===== config.mk =====
export PLATFORM = sky130hd
export DESIGN_NAME = startup_mode_sequencer_core
export DESIGN_NICKNAME = d
export VERILOG_FILES = /design/src/rtl/smsq_pkg.sv /design/src/rtl/smsq_lane.sv /design/src/rtl/smsq_seq.sv /design/src/rtl/startup_mode_sequencer_core.sv
export VERILOG_INCLUDE_DIRS = /design/src /design/src/rtl
export SDC_FILE = /design/constraint.sdc
export NUM_CORES = 2
export LEC_CHECK = 0
export BUFFER_PORTS_ARGS = -buffer_cell sky130_fd_sc_hd__buf_4
export CORE_MARGIN = 10
export CORE_UTILIZATION = 60
export DETAILED_ROUTE_END_ITERATION = 12
export GPL_TIMING_DRIVEN = 0
export MAX_ROUTING_LAYER = met4
export PLACE_DENSITY = 0.9
export SLEW_MARGIN = 0
export SYNTH_ARGS = -nofsm -noshare
export SYNTH_HDL_FRONTEND = slang
export SYNTH_HIERARCHICAL = 1
export SYNTH_SLANG_ARGS = --single-unit

===== constraint.sdc =====
create_clock -name i_clk -period 40.2 [get_ports i_clk]
set_input_delay 8.04 -clock i_clk [delete_from_list [all_inputs] [get_ports i_clk]]
set_output_delay 8.04 -clock i_clk [all_outputs]
set_load 0.02 [all_outputs]

===== src/rtl/startup_mode_sequencer_core_assert.svh =====
// Assertion macros for the start-up mode sequencer.
// Simulation builds get concurrent assertions; synthesis builds get empty bodies.
`ifndef STARTUP_MODE_SEQUENCER_CORE_ASSERT_SVH
`define STARTUP_MODE_SEQUENCER_CORE_ASSERT_SVH
`ifndef SYNTHESIS
`define SMSQ_ASSERT(lbl, clk, rst_n, prop) \
    lbl: assert property (@(posedge clk) disable iff (!rst_n) prop) \
        else $error("startup sequencer assertion failed");
`define SMSQ_ASSERT_NEXT(lbl, clk, rst_n, cond, nxt) \
    lbl: assert property (@(posedge clk) disable iff (!rst_n) (cond) |=> (nxt)) \
        else $error("startup sequencer assertion failed");
`else
`define SMSQ_ASSERT(lbl, clk, rst_n, prop)
`define SMSQ_ASSERT_NEXT(lbl, clk, rst_n, cond, nxt)
`endif
`endif


===== src/rtl/smsq_pkg.sv =====
package smsq_pkg;

    // Most legs that one input word carries.
    localparam int MAX_LEGS = 2;

    // Depth of the leg check pipeline.
    localparam int NSTG = 5;

    // Two pi in Q16.16 and the reciprocal used to reduce angle errors by it.
    localparam logic [18:0] TWO_PI_Q     = 19'd411775;
    localparam longint      TWO_PI_L     = 411775;
    localparam int          RECIP_SHIFT  = 34;
    localparam int          RECIP_DROP   = 10;
    localparam logic [25:0] RECIP_MUL    = 26'((64'sd1 <<< (RECIP_SHIFT + RECIP_DROP)) / TWO_PI_L);
    // Whole turns added so the biased angle error is never negative.
    localparam longint      WRAP_TURNS   = ((64'sd1 <<< 32) / TWO_PI_L) + 1;
    localparam logic [33:0] WRAP_BIAS    = 34'(WRAP_TURNS * TWO_PI_L);

    localparam logic [30:0] TIMER_MAX = 31'h7FFF_FFFF;

    // Command codes.
    localparam logic [1:0] FUNC_TICK  = 2'd0;
    localparam logic [1:0] FUNC_START = 2'd1;
    localparam logic [1:0] FUNC_CLEAR = 2'd2;

    // Leg drive codes.
    localparam logic [1:0] DRIVE_NONE    = 2'd0;
    localparam logic [1:0] DRIVE_HOLD    = 2'd1;
    localparam logic [1:0] DRIVE_SUPPORT = 2'd2;

    // Configuration register indexes.
    localparam logic [2:0] CFG_TARGET_LEN     = 3'd0;
    localparam logic [2:0] CFG_LEN_TOL        = 3'd1;
    localparam logic [2:0] CFG_LEN_RATE_TOL   = 3'd2;
    localparam logic [2:0] CFG_TARGET_ANGLE   = 3'd3;
    localparam logic [2:0] CFG_ANGLE_TOL      = 3'd4;
    localparam logic [2:0] CFG_ANGLE_RATE_TOL = 3'd5;
    localparam logic [2:0] CFG_SETTLE_TIME    = 3'd6;
    localparam logic [2:0] CFG_ENGAGE_TIME    = 3'd7;

    typedef enum logic [2:0] {
        MODE_IDLE        = 3'd0,
        MODE_RIGHTING    = 3'd1,
        MODE_POSITIONING = 3'd2,
        MODE_ENGAGING    = 3'd3,
        MODE_ACTIVE      = 3'd4
    } t_mode;

    typedef struct packed {
        logic [30:0]        target_leg_length;
        logic [30:0]        length_margin;
        logic [30:0]        length_rate_tolerance;
        logic signed [31:0] target_leg_angle;
        logic [30:0]        angle_margin;
        logic [30:0]        angle_rate_tolerance;
        logic [30:0]        settle_time;
        logic [30:0]        engage_time;
    } t_cfg;

    typedef struct packed {
        logic [1:0]         func;
        logic signed [31:0] leg0_length;
        logic signed [31:0] leg0_length_rate;
        logic signed [31:0] leg0_angle;
        logic signed [31:0] leg0_angle_rate;
        logic signed [31:0] leg1_length;
        logic signed [31:0] leg1_length_rate;
        logic signed [31:0] leg1_angle;
        logic signed [31:0] leg1_angle_rate;
        logic signed [31:0] body_position;
        logic signed [31:0] body_heading;
        logic [30:0]        tick_length;
    } t_in;

    typedef struct packed {
        logic [2:0]         mode;
        logic [1:0]         leg_drive;
        logic [30:0]        length_goal;
        logic signed [31:0] angle_goal;
        logic               wheel_lqr;
        logic signed [31:0] position_reference;
        logic signed [31:0] heading_reference;
        logic               suppress_feedback;
        logic               wheel_observe;
        logic [30:0]        settle_elapsed;
        logic [30:0]        engage_elapsed;
    } t_out;

    // Measurements of one leg.
    typedef struct packed {
        logic signed [31:0] length;
        logic signed [31:0] length_rate;
        logic signed [31:0] angle;
        logic signed [31:0] angle_rate;
    } t_leg;

    // Fields that ride along the leg check pipeline to the mode machine.
    typedef struct packed {
        logic [1:0]         func;
        logic signed [31:0] body_position;
        logic signed [31:0] body_heading;
        logic [30:0]        tick_length;
    } t_side;

    // Load enables of the pipeline stages, first stage in the low bit.
    typedef struct packed {
        logic ld5;
        logic ld4;
        logic ld3;
        logic ld2;
        logic ld1;
    } t_pipe_en;

endpackage


===== src/rtl/smsq_lane.sv =====
module smsq_lane
    import smsq_pkg::*;
(
    input  logic     i_clk,
    input  t_pipe_en i_en,
    input  t_cfg     i_cfg,
    input  t_leg     i_leg,
    output logic     o_ok
);

    // Stage 1: differences and the biased angle error.
    logic signed [32:0] r_len_diff;
    logic signed [31:0] r_lrate;
    logic signed [31:0] r_arate;
    logic [33:0]        r_wrap_u;
    // Stage 2: linear checks and quotient estimate.
    logic               r_lin_ok2;
    logic [14:0]        r_q_est;
    logic [33:0]        r_wrap_u2;
    // Stage 3: remainder below two turns.
    logic               r_lin_ok3;
    logic [19:0]        r_rem;
    // Stage 4: remainder below one turn.
    logic               r_lin_ok4;
    logic [18:0]        r_rmod;
    // Stage 5: result.
    logic               r_ok;

    logic signed [32:0] len_diff;
    logic signed [32:0] ang_diff;
    logic [32:0]        len_mag;
    logic [31:0]        lrate_mag;
    logic [31:0]        arate_mag;
    logic               lin_ok;
    logic [49:0]        q_prod;
    logic [33:0]        q_times_c;
    logic [33:0]        rem_full;
    logic               past_half;
    logic [18:0]        ang_mag;
    logic               ang_ok;

    assign len_diff = $signed({i_leg.length[31], i_leg.length})
                    - $signed({2'b00, i_cfg.target_leg_length});
    assign ang_diff = $signed({i_leg.angle[31], i_leg.angle})
                    - $signed({i_cfg.target_leg_angle[31], i_cfg.target_leg_angle});

    always_ff @(posedge i_clk) begin
        if (i_en.ld1) begin
            r_len_diff <= len_diff;
            r_lrate    <= i_leg.length_rate;
            r_arate    <= i_leg.angle_rate;
            r_wrap_u   <= {ang_diff[32], ang_diff} + WRAP_BIAS;
        end
    end

    assign len_mag   = r_len_diff[32] ? 33'(-r_len_diff) : 33'(r_len_diff);
    assign lrate_mag = r_lrate[31] ? 32'(-r_lrate) : 32'(r_lrate);
    assign arate_mag = r_arate[31] ? 32'(-r_arate) : 32'(r_arate);
    assign lin_ok    = (len_mag <= {2'b00, i_cfg.length_margin})
                    && (lrate_mag <= {1'b0, i_cfg.length_rate_tolerance})
                    && (arate_mag <= {1'b0, i_cfg.angle_rate_tolerance});
    assign q_prod    = r_wrap_u[33:RECIP_DROP] * RECIP_MUL;

    always_ff @(posedge i_clk) begin
        if (i_en.ld2) begin
            r_lin_ok2 <= lin_ok;
            r_q_est   <= q_prod[RECIP_SHIFT+14:RECIP_SHIFT];
            r_wrap_u2 <= r_wrap_u;
        end
    end

    // The estimate is at most one short, so the remainder is below two turns.
    assign q_times_c = r_q_est * TWO_PI_Q;
    assign rem_full  = r_wrap_u2 - q_times_c;

    always_ff @(posedge i_clk) begin
        if (i_en.ld3) begin
            r_lin_ok3 <= r_lin_ok2;
            r_rem     <= rem_full[19:0];
        end
    end

    always_ff @(posedge i_clk) begin
        if (i_en.ld4) begin
            r_lin_ok4 <= r_lin_ok3;
            if (r_rem >= {1'b0, TWO_PI_Q}) begin
                r_rmod <= 19'(r_rem - {1'b0, TWO_PI_Q});
            end else begin
                r_rmod <= r_rem[18:0];
            end
        end
    end

    // Above half a turn the wrapped error is negative; its size is a turn minus the remainder.
    assign past_half = {r_rmod, 1'b0} > {1'b0, TWO_PI_Q};
    assign ang_mag   = past_half ? (TWO_PI_Q - r_rmod) : r_rmod;
    assign ang_ok    = {12'd0, ang_mag} <= i_cfg.angle_margin;

    always_ff @(posedge i_clk) begin
        if (i_en.ld5) begin
            r_ok <= r_lin_ok4 && ang_ok;
        end
    end

    assign o_ok = r_ok;

endmodule


===== src/rtl/smsq_seq.sv =====
`include "startup_mode_sequencer_core_assert.svh"

module smsq_seq
    import smsq_pkg::*;
#(
    parameter int LANES = 2
) (
    input  logic             i_clk,
    input  logic             i_rst_n,
    input  logic             i_take,
    input  logic [LANES-1:0] i_lane_ok,
    input  t_side            i_side,
    input  t_cfg             i_cfg,
    output t_out             o_out
);

    t_mode              r_mode;
    logic [30:0]        r_settle;
    logic [30:0]        r_engage;
    logic signed [31:0] r_pos_latch;
    logic signed [31:0] r_head_latch;

    t_mode              n_mode;
    logic [30:0]        n_settle;
    logic [30:0]        n_engage;
    logic signed [31:0] n_pos_latch;
    logic signed [31:0] n_head_latch;

    logic               legs_ok;
    logic [31:0]        settle_sum;
    logic [31:0]        engage_sum;
    logic [30:0]        settle_sat;
    logic [30:0]        engage_sat;
    logic [1:0]         drive;
    logic               lqr;

    // All checked legs must pass.
    assign legs_ok    = &i_lane_ok;
    assign settle_sum = {1'b0, r_settle} + {1'b0, i_side.tick_length};
    assign engage_sum = {1'b0, r_engage} + {1'b0, i_side.tick_length};
    assign settle_sat = settle_sum[31] ? TIMER_MAX : settle_sum[30:0];
    assign engage_sat = engage_sum[31] ? TIMER_MAX : engage_sum[30:0];

    always_ff @(posedge i_clk) begin
        if (!i_rst_n) begin
            r_mode       <= MODE_IDLE;
            r_settle     <= '0;
            r_engage     <= '0;
            r_pos_latch  <= '0;
            r_head_latch <= '0;
        end else begin
            r_mode       <= n_mode;
            r_settle     <= n_settle;
            r_engage     <= n_engage;
            r_pos_latch  <= n_pos_latch;
            r_head_latch <= n_head_latch;
        end
    end

    always_comb begin
        n_mode       = r_mode;
        n_settle     = r_settle;
        n_engage     = r_engage;
        n_pos_latch  = r_pos_latch;
        n_head_latch = r_head_latch;
        if (i_take) begin
            case (i_side.func)
                FUNC_START, FUNC_CLEAR: begin
                    n_mode       = (i_side.func == FUNC_START) ? MODE_RIGHTING : MODE_IDLE;
                    n_settle     = '0;
                    n_engage     = '0;
                    n_pos_latch  = '0;
                    n_head_latch = '0;
                end
                FUNC_TICK: begin
                    case (r_mode)
                        MODE_RIGHTING: begin
                            n_mode = MODE_POSITIONING;
                        end
                        MODE_POSITIONING: begin
                            if (!legs_ok) begin
                                n_settle = '0;
                            end else begin
                                n_settle = settle_sat;
                                if (settle_sat >= i_cfg.settle_time) begin
                                    n_mode       = MODE_ENGAGING;
                                    n_pos_latch  = i_side.body_position;
                                    n_head_latch = i_side.body_heading;
                                    n_engage     = '0;
                                end
                            end
                        end
                        MODE_ENGAGING: begin
                            n_engage = engage_sat;
                            if (engage_sat >= i_cfg.engage_time) begin
                                n_mode       = MODE_ACTIVE;
                                n_pos_latch  = i_side.body_position;
                                n_head_latch = i_side.body_heading;
                            end
                        end
                        default: begin
                        end
                    endcase
                end
                default: begin
                end
            endcase
        end
    end

    // The result word follows the state and the configured targets; the state only moves when a word is taken.
    always_comb begin
        case (r_mode)
            MODE_POSITIONING: begin
                drive = DRIVE_HOLD;
                lqr   = 1'b0;
            end
            MODE_ENGAGING, MODE_ACTIVE: begin
                drive = DRIVE_SUPPORT;
                lqr   = 1'b1;
            end
            default: begin
                drive = DRIVE_NONE;
                lqr   = 1'b0;
            end
        endcase
        o_out.mode               = r_mode;
        o_out.leg_drive          = drive;
        o_out.length_goal        = (drive != DRIVE_NONE) ? i_cfg.target_leg_length : '0;
        o_out.angle_goal         = (drive == DRIVE_HOLD) ? i_cfg.target_leg_angle : '0;
        o_out.wheel_lqr          = lqr;
        o_out.position_reference = lqr ? r_pos_latch : '0;
        o_out.heading_reference  = lqr ? r_head_latch : '0;
        o_out.suppress_feedback  = (r_mode == MODE_ENGAGING);
        o_out.wheel_observe      = lqr;
        o_out.settle_elapsed     = r_settle;
        o_out.engage_elapsed     = r_engage;
    end

    `SMSQ_ASSERT(a_early_timers_clear, i_clk, i_rst_n, (r_mode == MODE_IDLE || r_mode == MODE_RIGHTING) |-> (r_settle == '0 && r_engage == '0))
    `SMSQ_ASSERT(a_positioning_no_engage, i_clk, i_rst_n, (r_mode == MODE_POSITIONING) |-> (r_engage == '0))
    `SMSQ_ASSERT_NEXT(a_mode_moves_on_take, i_clk, i_rst_n, !i_take, $stable(r_mode))
    `SMSQ_ASSERT_NEXT(a_active_exits, i_clk, i_rst_n, r_mode == MODE_ACTIVE, r_mode == MODE_ACTIVE || r_mode == MODE_IDLE || r_mode == MODE_RIGHTING)

endmodule


===== src/rtl/startup_mode_sequencer_core.sv =====
// Start-up mode sequencer for a two-legged wheeled balancer.
// Input channel: one word per control tick (command, leg estimates, body
// position and heading, tick length) on i_in_valid / o_in_ready / i_in_data.
// Output channel: one result word per input word on o_out_valid /
// i_out_ready / o_out_data, carrying mode, leg and wheel commands, latched
// references and both hold timers.
// Configuration: i_cfg_we writes i_cfg_data into register i_cfg_index. The
// user makes writes while no word is in flight; the block does not check.
// Each leg has its own check lane, a five-stage pipeline whose depth is set
// by the angle wrap (reciprocal multiply, correction, half-turn fold). The
// lane verdicts are merged and fed to the mode machine together with the
// rest of the word, which has travelled alongside.
// A word passes the five lane stages and the result register on its way to
// o_out_valid. Throughput: one word per cycle while the receiver is ready.
// When the receiver stalls, the result register holds its word and the
// pipeline keeps filling its empty stages, so input is refused only once
// every stage holds a word.
// Reset clears the mode to idle, the timers, the latches, the configuration
// registers and all pipeline valid flags.
module startup_mode_sequencer_core
    import smsq_pkg::*;
#(
    parameter int LEG_COUNT = 2
) (
    input  logic        i_clk,
    input  logic        i_rst_n,
    input  logic        i_in_valid,
    output logic        o_in_ready,
    input  t_in         i_in_data,
    output logic        o_out_valid,
    input  logic        i_out_ready,
    output t_out        o_out_data,
    input  logic        i_cfg_we,
    input  logic [2:0]  i_cfg_index,
    input  logic [31:0] i_cfg_data
);

    // Only the legs that the input word carries can be checked.
    localparam int LANES = (LEG_COUNT > MAX_LEGS) ? MAX_LEGS : LEG_COUNT;

    t_cfg             r_cfg;
    logic [NSTG-1:0]  r_valid;
    t_side            r_side [NSTG];
    logic             r_out_valid;

    logic             out_en;
    logic [NSTG-1:0]  stage_en;
    t_pipe_en         pipe_en;
    t_side            side_in;
    logic             take;
    logic [LANES-1:0] lane_ok;

    // Configuration registers.
    always_ff @(posedge i_clk) begin
        if (!i_rst_n) begin
            r_cfg <= '0;
        end else if (i_cfg_we) begin
            case (i_cfg_index)
                CFG_TARGET_LEN:     r_cfg.target_leg_length     <= i_cfg_data[30:0];
                CFG_LEN_TOL:        r_cfg.length_margin         <= i_cfg_data[30:0];
                CFG_LEN_RATE_TOL:   r_cfg.length_rate_tolerance <= i_cfg_data[30:0];
                CFG_TARGET_ANGLE:   r_cfg.target_leg_angle      <= i_cfg_data;
                CFG_ANGLE_TOL:      r_cfg.angle_margin          <= i_cfg_data[30:0];
                CFG_ANGLE_RATE_TOL: r_cfg.angle_rate_tolerance  <= i_cfg_data[30:0];
                CFG_SETTLE_TIME:    r_cfg.settle_time           <= i_cfg_data[30:0];
                CFG_ENGAGE_TIME:    r_cfg.engage_time           <= i_cfg_data[30:0];
                default: begin
                end
            endcase
        end
    end

    // A stage loads when it is empty or its word moves on, so bubbles are
    // squeezed out while the result register waits.
    always_comb begin
        out_en             = !r_out_valid || i_out_ready;
        stage_en[NSTG-1]   = !r_valid[NSTG-1] || out_en;
        for (int k = NSTG - 2; k >= 0; k--) begin
            stage_en[k] = !r_valid[k] || stage_en[k+1];
        end
    end

    assign pipe_en    = t_pipe_en'(stage_en);
    assign o_in_ready = stage_en[0];
    assign take       = r_valid[NSTG-1] && out_en;

    always_ff @(posedge i_clk) begin
        if (!i_rst_n) begin
            r_valid     <= '0;
            r_out_valid <= 1'b0;
        end else begin
            if (stage_en[0]) begin
                r_valid[0] <= i_in_valid;
            end
            for (int k = 1; k < NSTG; k++) begin
                if (stage_en[k]) begin
                    r_valid[k] <= r_valid[k-1];
                end
            end
            if (out_en) begin
                r_out_valid <= r_valid[NSTG-1];
            end
        end
    end

    // Command, body state and tick length travel beside the lanes.
    assign side_in.func          = i_in_data.func;
    assign side_in.body_position = i_in_data.body_position;
    assign side_in.body_heading  = i_in_data.body_heading;
    assign side_in.tick_length   = i_in_data.tick_length;

    always_ff @(posedge i_clk) begin
        if (stage_en[0]) begin
            r_side[0] <= side_in;
        end
        for (int k = 1; k < NSTG; k++) begin
            if (stage_en[k]) begin
                r_side[k] <= r_side[k-1];
            end
        end
    end

    // One check lane per leg.
    for (genvar g = 0; g < LANES; g++) begin : g_lane
        t_leg leg;
        if (g == 0) begin : g_first
            assign leg.length      = i_in_data.leg0_length;
            assign leg.length_rate = i_in_data.leg0_length_rate;
            assign leg.angle       = i_in_data.leg0_angle;
            assign leg.angle_rate  = i_in_data.leg0_angle_rate;
        end else begin : g_second
            assign leg.length      = i_in_data.leg1_length;
            assign leg.length_rate = i_in_data.leg1_length_rate;
            assign leg.angle       = i_in_data.leg1_angle;
            assign leg.angle_rate  = i_in_data.leg1_angle_rate;
        end

        smsq_lane u_lane (
            .i_clk (i_clk),
            .i_en  (pipe_en),
            .i_cfg (r_cfg),
            .i_leg (leg),
            .o_ok  (lane_ok[g])
        );
    end

    // Merge of the lane verdicts and the mode machine; its state registers
    // double as the result register, loaded when a word is taken.
    smsq_seq #(
        .LANES (LANES)
    ) u_seq (
        .i_clk     (i_clk),
        .i_rst_n   (i_rst_n),
        .i_take    (take),
        .i_lane_ok (lane_ok),
        .i_side    (r_side[NSTG-1]),
        .i_cfg     (r_cfg),
        .o_out     (o_out_data)
    );

    assign o_out_valid = r_out_valid;

endmodule

==> results.toml <==
[placed_design]
dp_cells = 11229
place.port_buffers = 587
place_area_sq_um = 100000
dp_hpwl_mm = 229
dp_slack_ps = 21260
place.gp.congestion = 1.04

[clock_network]
clk_latency_ps = 800
cts_resized = 0
cts_setup_buffers = 0
postCtsHoldBufs = 0
cts_buffers = 138
cts.clk_slew.worst_paths_ps = 70
cts.sinks = 1287
clockBufferDepth = 3
cts_tree = "built"
root_buffer = "clkbuf_16"
cts-htree-levels = 4

[synth]
syn-instance-count = 8565
yosysTopAreaCellShare = 0.293
seq_area_frac_synth = 0.376
dominantRegCellSynth = "edfxtp_1"
async_flop_share = 0
yosysWarnings = 6
syn_nets = 10655
synthTopCellsByArea = "edfxtp_1, fa_1, ha_1"
synth_area_sq_um = 92600
yosysTopAreaCell = "edfxtp_1"
synth_edf_count = 903
ys_ff_latch = 1287
synth.distinct_cells = 99
synth_area_per_cell_sq_um = 10.8

[routing]
final_antenna_net_count = 0
drc = 0
dr.pass1.iters = 9
wire_per_inst_microns = 25.0
detail_route.vias_per_cell = 6.00
first_iter_violations = 7784
vias = 69106
drt_wl_total_mm = 288

[final_layout]
fillers = 10819
instances_no_fill = 11526
nets = 11415
seqCellArea_sq_um = 34800
fin_area_sq_um = 105000
drive_gt1_frac = 0.103
area_delta_synth_final_pct = 13.6
multi_input_area_sq_um = 51300

[critical_path]
slowest_stage = "nand4_1"
worst_path_most_repeated_cell = "buf_8"
worst_ep_arrival_time_ps = 10960
r2r_start = "g_lane[0].u_lane/r_wrap_u[17]$_DFFE_PP_"
crit_chain = "buf_4 -> and4b_1 -> nand4_1 -> buf_8 -> buf_8 -> buf_6 -> buf_8 -> buf_6 -> buf_8 -> buf_4"
path_class = "input pin to output port"
r2r_cells = 25
cp-end-kind = "output port"
cp-start-kind = "input pin"
r2r_slack_ps = 31970
critPathMaxFanout = 19
slowest_delay_ps = 800
r2r-end = "g_lane[0].u_lane/r_q_est[13]$_DFFE_PP_"
required_ps = 32160

[die]
die_area_sq_um = 170000
ios = 592
die_w_microns = 413
fp.dieH_microns = 413
initial_utilization = 0.602
num_rows = 144
core_area_sq_um = 154000

[global_route]
grt_antenna_before_repair = 40
grt_pass1_wl_mm = 425
overflow = 0
grt_pass1_vias = 70127
groute.usage.overall = 0.341
grt_max_degree = 88

[sta]
hold_viol = 0
rsz0062_at_grt = "false"
fin_setup_tns_ps = 0
setup_slack_ps = 21200
finClkSkew_ps = 49.7
worst_pin_slew_ps = 1370
maxSlewHeadroom = 0.0850
report.final.slew_viol_count = 0
finalCritPeriodShare = 0.473
setup_viol = 0
min_period_ps = 19000
fmax_ghz = 0.0526

[worst_hold_path]
whs_path_depth = 0
min_path_type = "flop to flop"
hp-start = "r_side[0][179]$_DFFE_PP_"
min_to = "r_side[0][276]$_DFFE_PP_"

[run]
maxCapViolCount = 0

[status]
outcome = "complete, no violations"
-- layout make-up --
type | instances | share of cell area
repair buffers | 620 | 0.0476
clock inverters | 93 | 0.0118
plain buffers | 176 | 0.00705
multi-input cells | 5559 | 0.487
diodes | 41 | 0.000976
inverters | 1543 | 0.0552
well taps | 2044 | 0.0243
clock buffers | 163 | 0.0346
flip-flops and latches | 1287 | 0.331
-- layout by cell type, fill, tap and decap left out, drive strengths merged, types with 38 or more instances in the layout --
master | netlist | layout
clkbuf | 127 | 290
diode | 0 | 41
o21ai | 258 | 258
a22o | 58 | 58
clkinv | 0 | 55
or3 | 44 | 44
xor2 | 122 | 122
nor2 | 246 | 246
o41ai | 38 | 38
o21a | 72 | 72
xnor2 | 413 | 413
a21o | 203 | 203
and2 | 120 | 120
nand2 | 656 | 656
fa | 656 | 656
mux2i | 321 | 321
buf | 49 | 669
nand3 | 135 | 135
dfxtp | 384 | 384
a21oi | 289 | 289
inv | 1543 | 1554
ha | 1041 | 1041
nand4 | 95 | 95
nor2b | 88 | 88
edfxtp | 903 | 903
o31ai | 66 | 66
nor4 | 41 | 41
nor3 | 73 | 73
nand2b | 75 | 75
-- synthesized netlist by cell type (29+ instances only) --
cell      number
clkbuf_1     126
a31oi_1       34
a21oi_1      288
ha_1        1041
nand3_1      135
o21ai_0      249
a21o_1       203
o21a_1        72
and2_1       118
fa_1         656
nor4_1        40
a22o_1        58
xnor2_1      413
nand2b_1      74
o41ai_1       38
a211oi_1      33
buf_2         36
nor2_1       245
and3_1        33
xor2_1       122
o211ai_1      29
nor2b_1       88
o31ai_1       63
nand4_1       95
dfxtp_1      384
inv_1       1543
nand2_1      656
or3_1         43
mux2i_1      321
nor3_1        72
edfxtp_1     903
-- per-layer routing --
layer | wire length, microns | share of wire | up-vias | global-route usage
met3 | 28800 | 0.10 | 861 | 0.0766
met5 | 0 | 0 | - | -
li1 | - | - | 30653 | -
met4 | 17000 | 0.059 | 0 | 0.174
met1 | 108000 | 0.38 | 33896 | 0.407
met2 | 134000 | 0.47 | 3696 | 0.542
-- through the flow --
| step | hold WS, ps | utilization |
|---|---|---|
| 3_5_place_dp | 405 | 0.652 |
| 5_1_grt | 391 | 0.684 |
| 2_1_floorplan | 400 | - |
| 3_3_place_gp | 401 | 0.648 |
| 4_1_cts | 380 | 0.683 |
| 6_report | 379 | 0.684 |
-- worst max path at each step --
| stage | start | endpoint | slack (ps) | cells after the start |
|---|---|---|---|---|
| after global placement | i_out_ready | o_in_ready | 4270 | 4 |
| after CTS | i_out_ready | o_in_ready | 21240 | 10 |
| after floorplan | i_out_ready | o_in_ready | 13940 | 2 |
| after global routing | i_out_ready | o_in_ready | 21060 | 10 |
| after detailed placement | i_out_ready | o_in_ready | 21260 | 10 |
| final | i_out_ready | o_in_ready | 21200 | 10 |
-- critical path: cells and delay by family --
| family | cells | cell delay [ps] |
|---|---|---|
| AND/OR/NAND/NOR | 2 | 1320 |
| buffers and inverters | 8 | 1570 |
-- logic make-up (layout without fill, tap and decap cells) --
| logic type | count (synthesis) | after routing | share of synthesized area |
|---|---|---|---|
| muxes | 328 | 328 | 0.0356 |
| adders and majority gates | 1697 | 1697 | 0.283 |
| buffers and inverters | 1719 | 2595 | 0.0706 |
| xor gates and xnor gates | 535 | 535 | 0.0506 |
| AOI/OAI and AO/OA | 1271 | 1271 | 0.0925 |
| other | 0 | 41 | 0 |
| DFF | 1287 | 1287 | 0.376 |
| and+or+nand+nor | 1728 | 1728 | 0.0922 |
-- sequential cells by signal, summed over array words and instances (netlist names), 3 cells and up --
signal and flops:
g_lane.u_lane/r_wrap_u2 40, g_lane.u_lane/r_rem 40, g_lane.u_lane/r_arate 64, g_lane.u_lane/r_len_diff 66, u_seq/r_settle 31, g_lane.u_lane/r_q_est 30
u_seq/r_pos_latch 32, u_seq/r_engage 31, u_seq/r_mode 3, r_cfg 249, r_valid 5, u_seq/r_head_latch 32
g_lane.u_lane/r_lrate 64, g_lane.u_lane/r_rmod 38, g_lane.u_lane/r_wrap_u 68, r_side 485
Power is left out: the tool's default activity adds up to more than one toggle a clock period on the data nets, which glitch-free logic cannot reach.
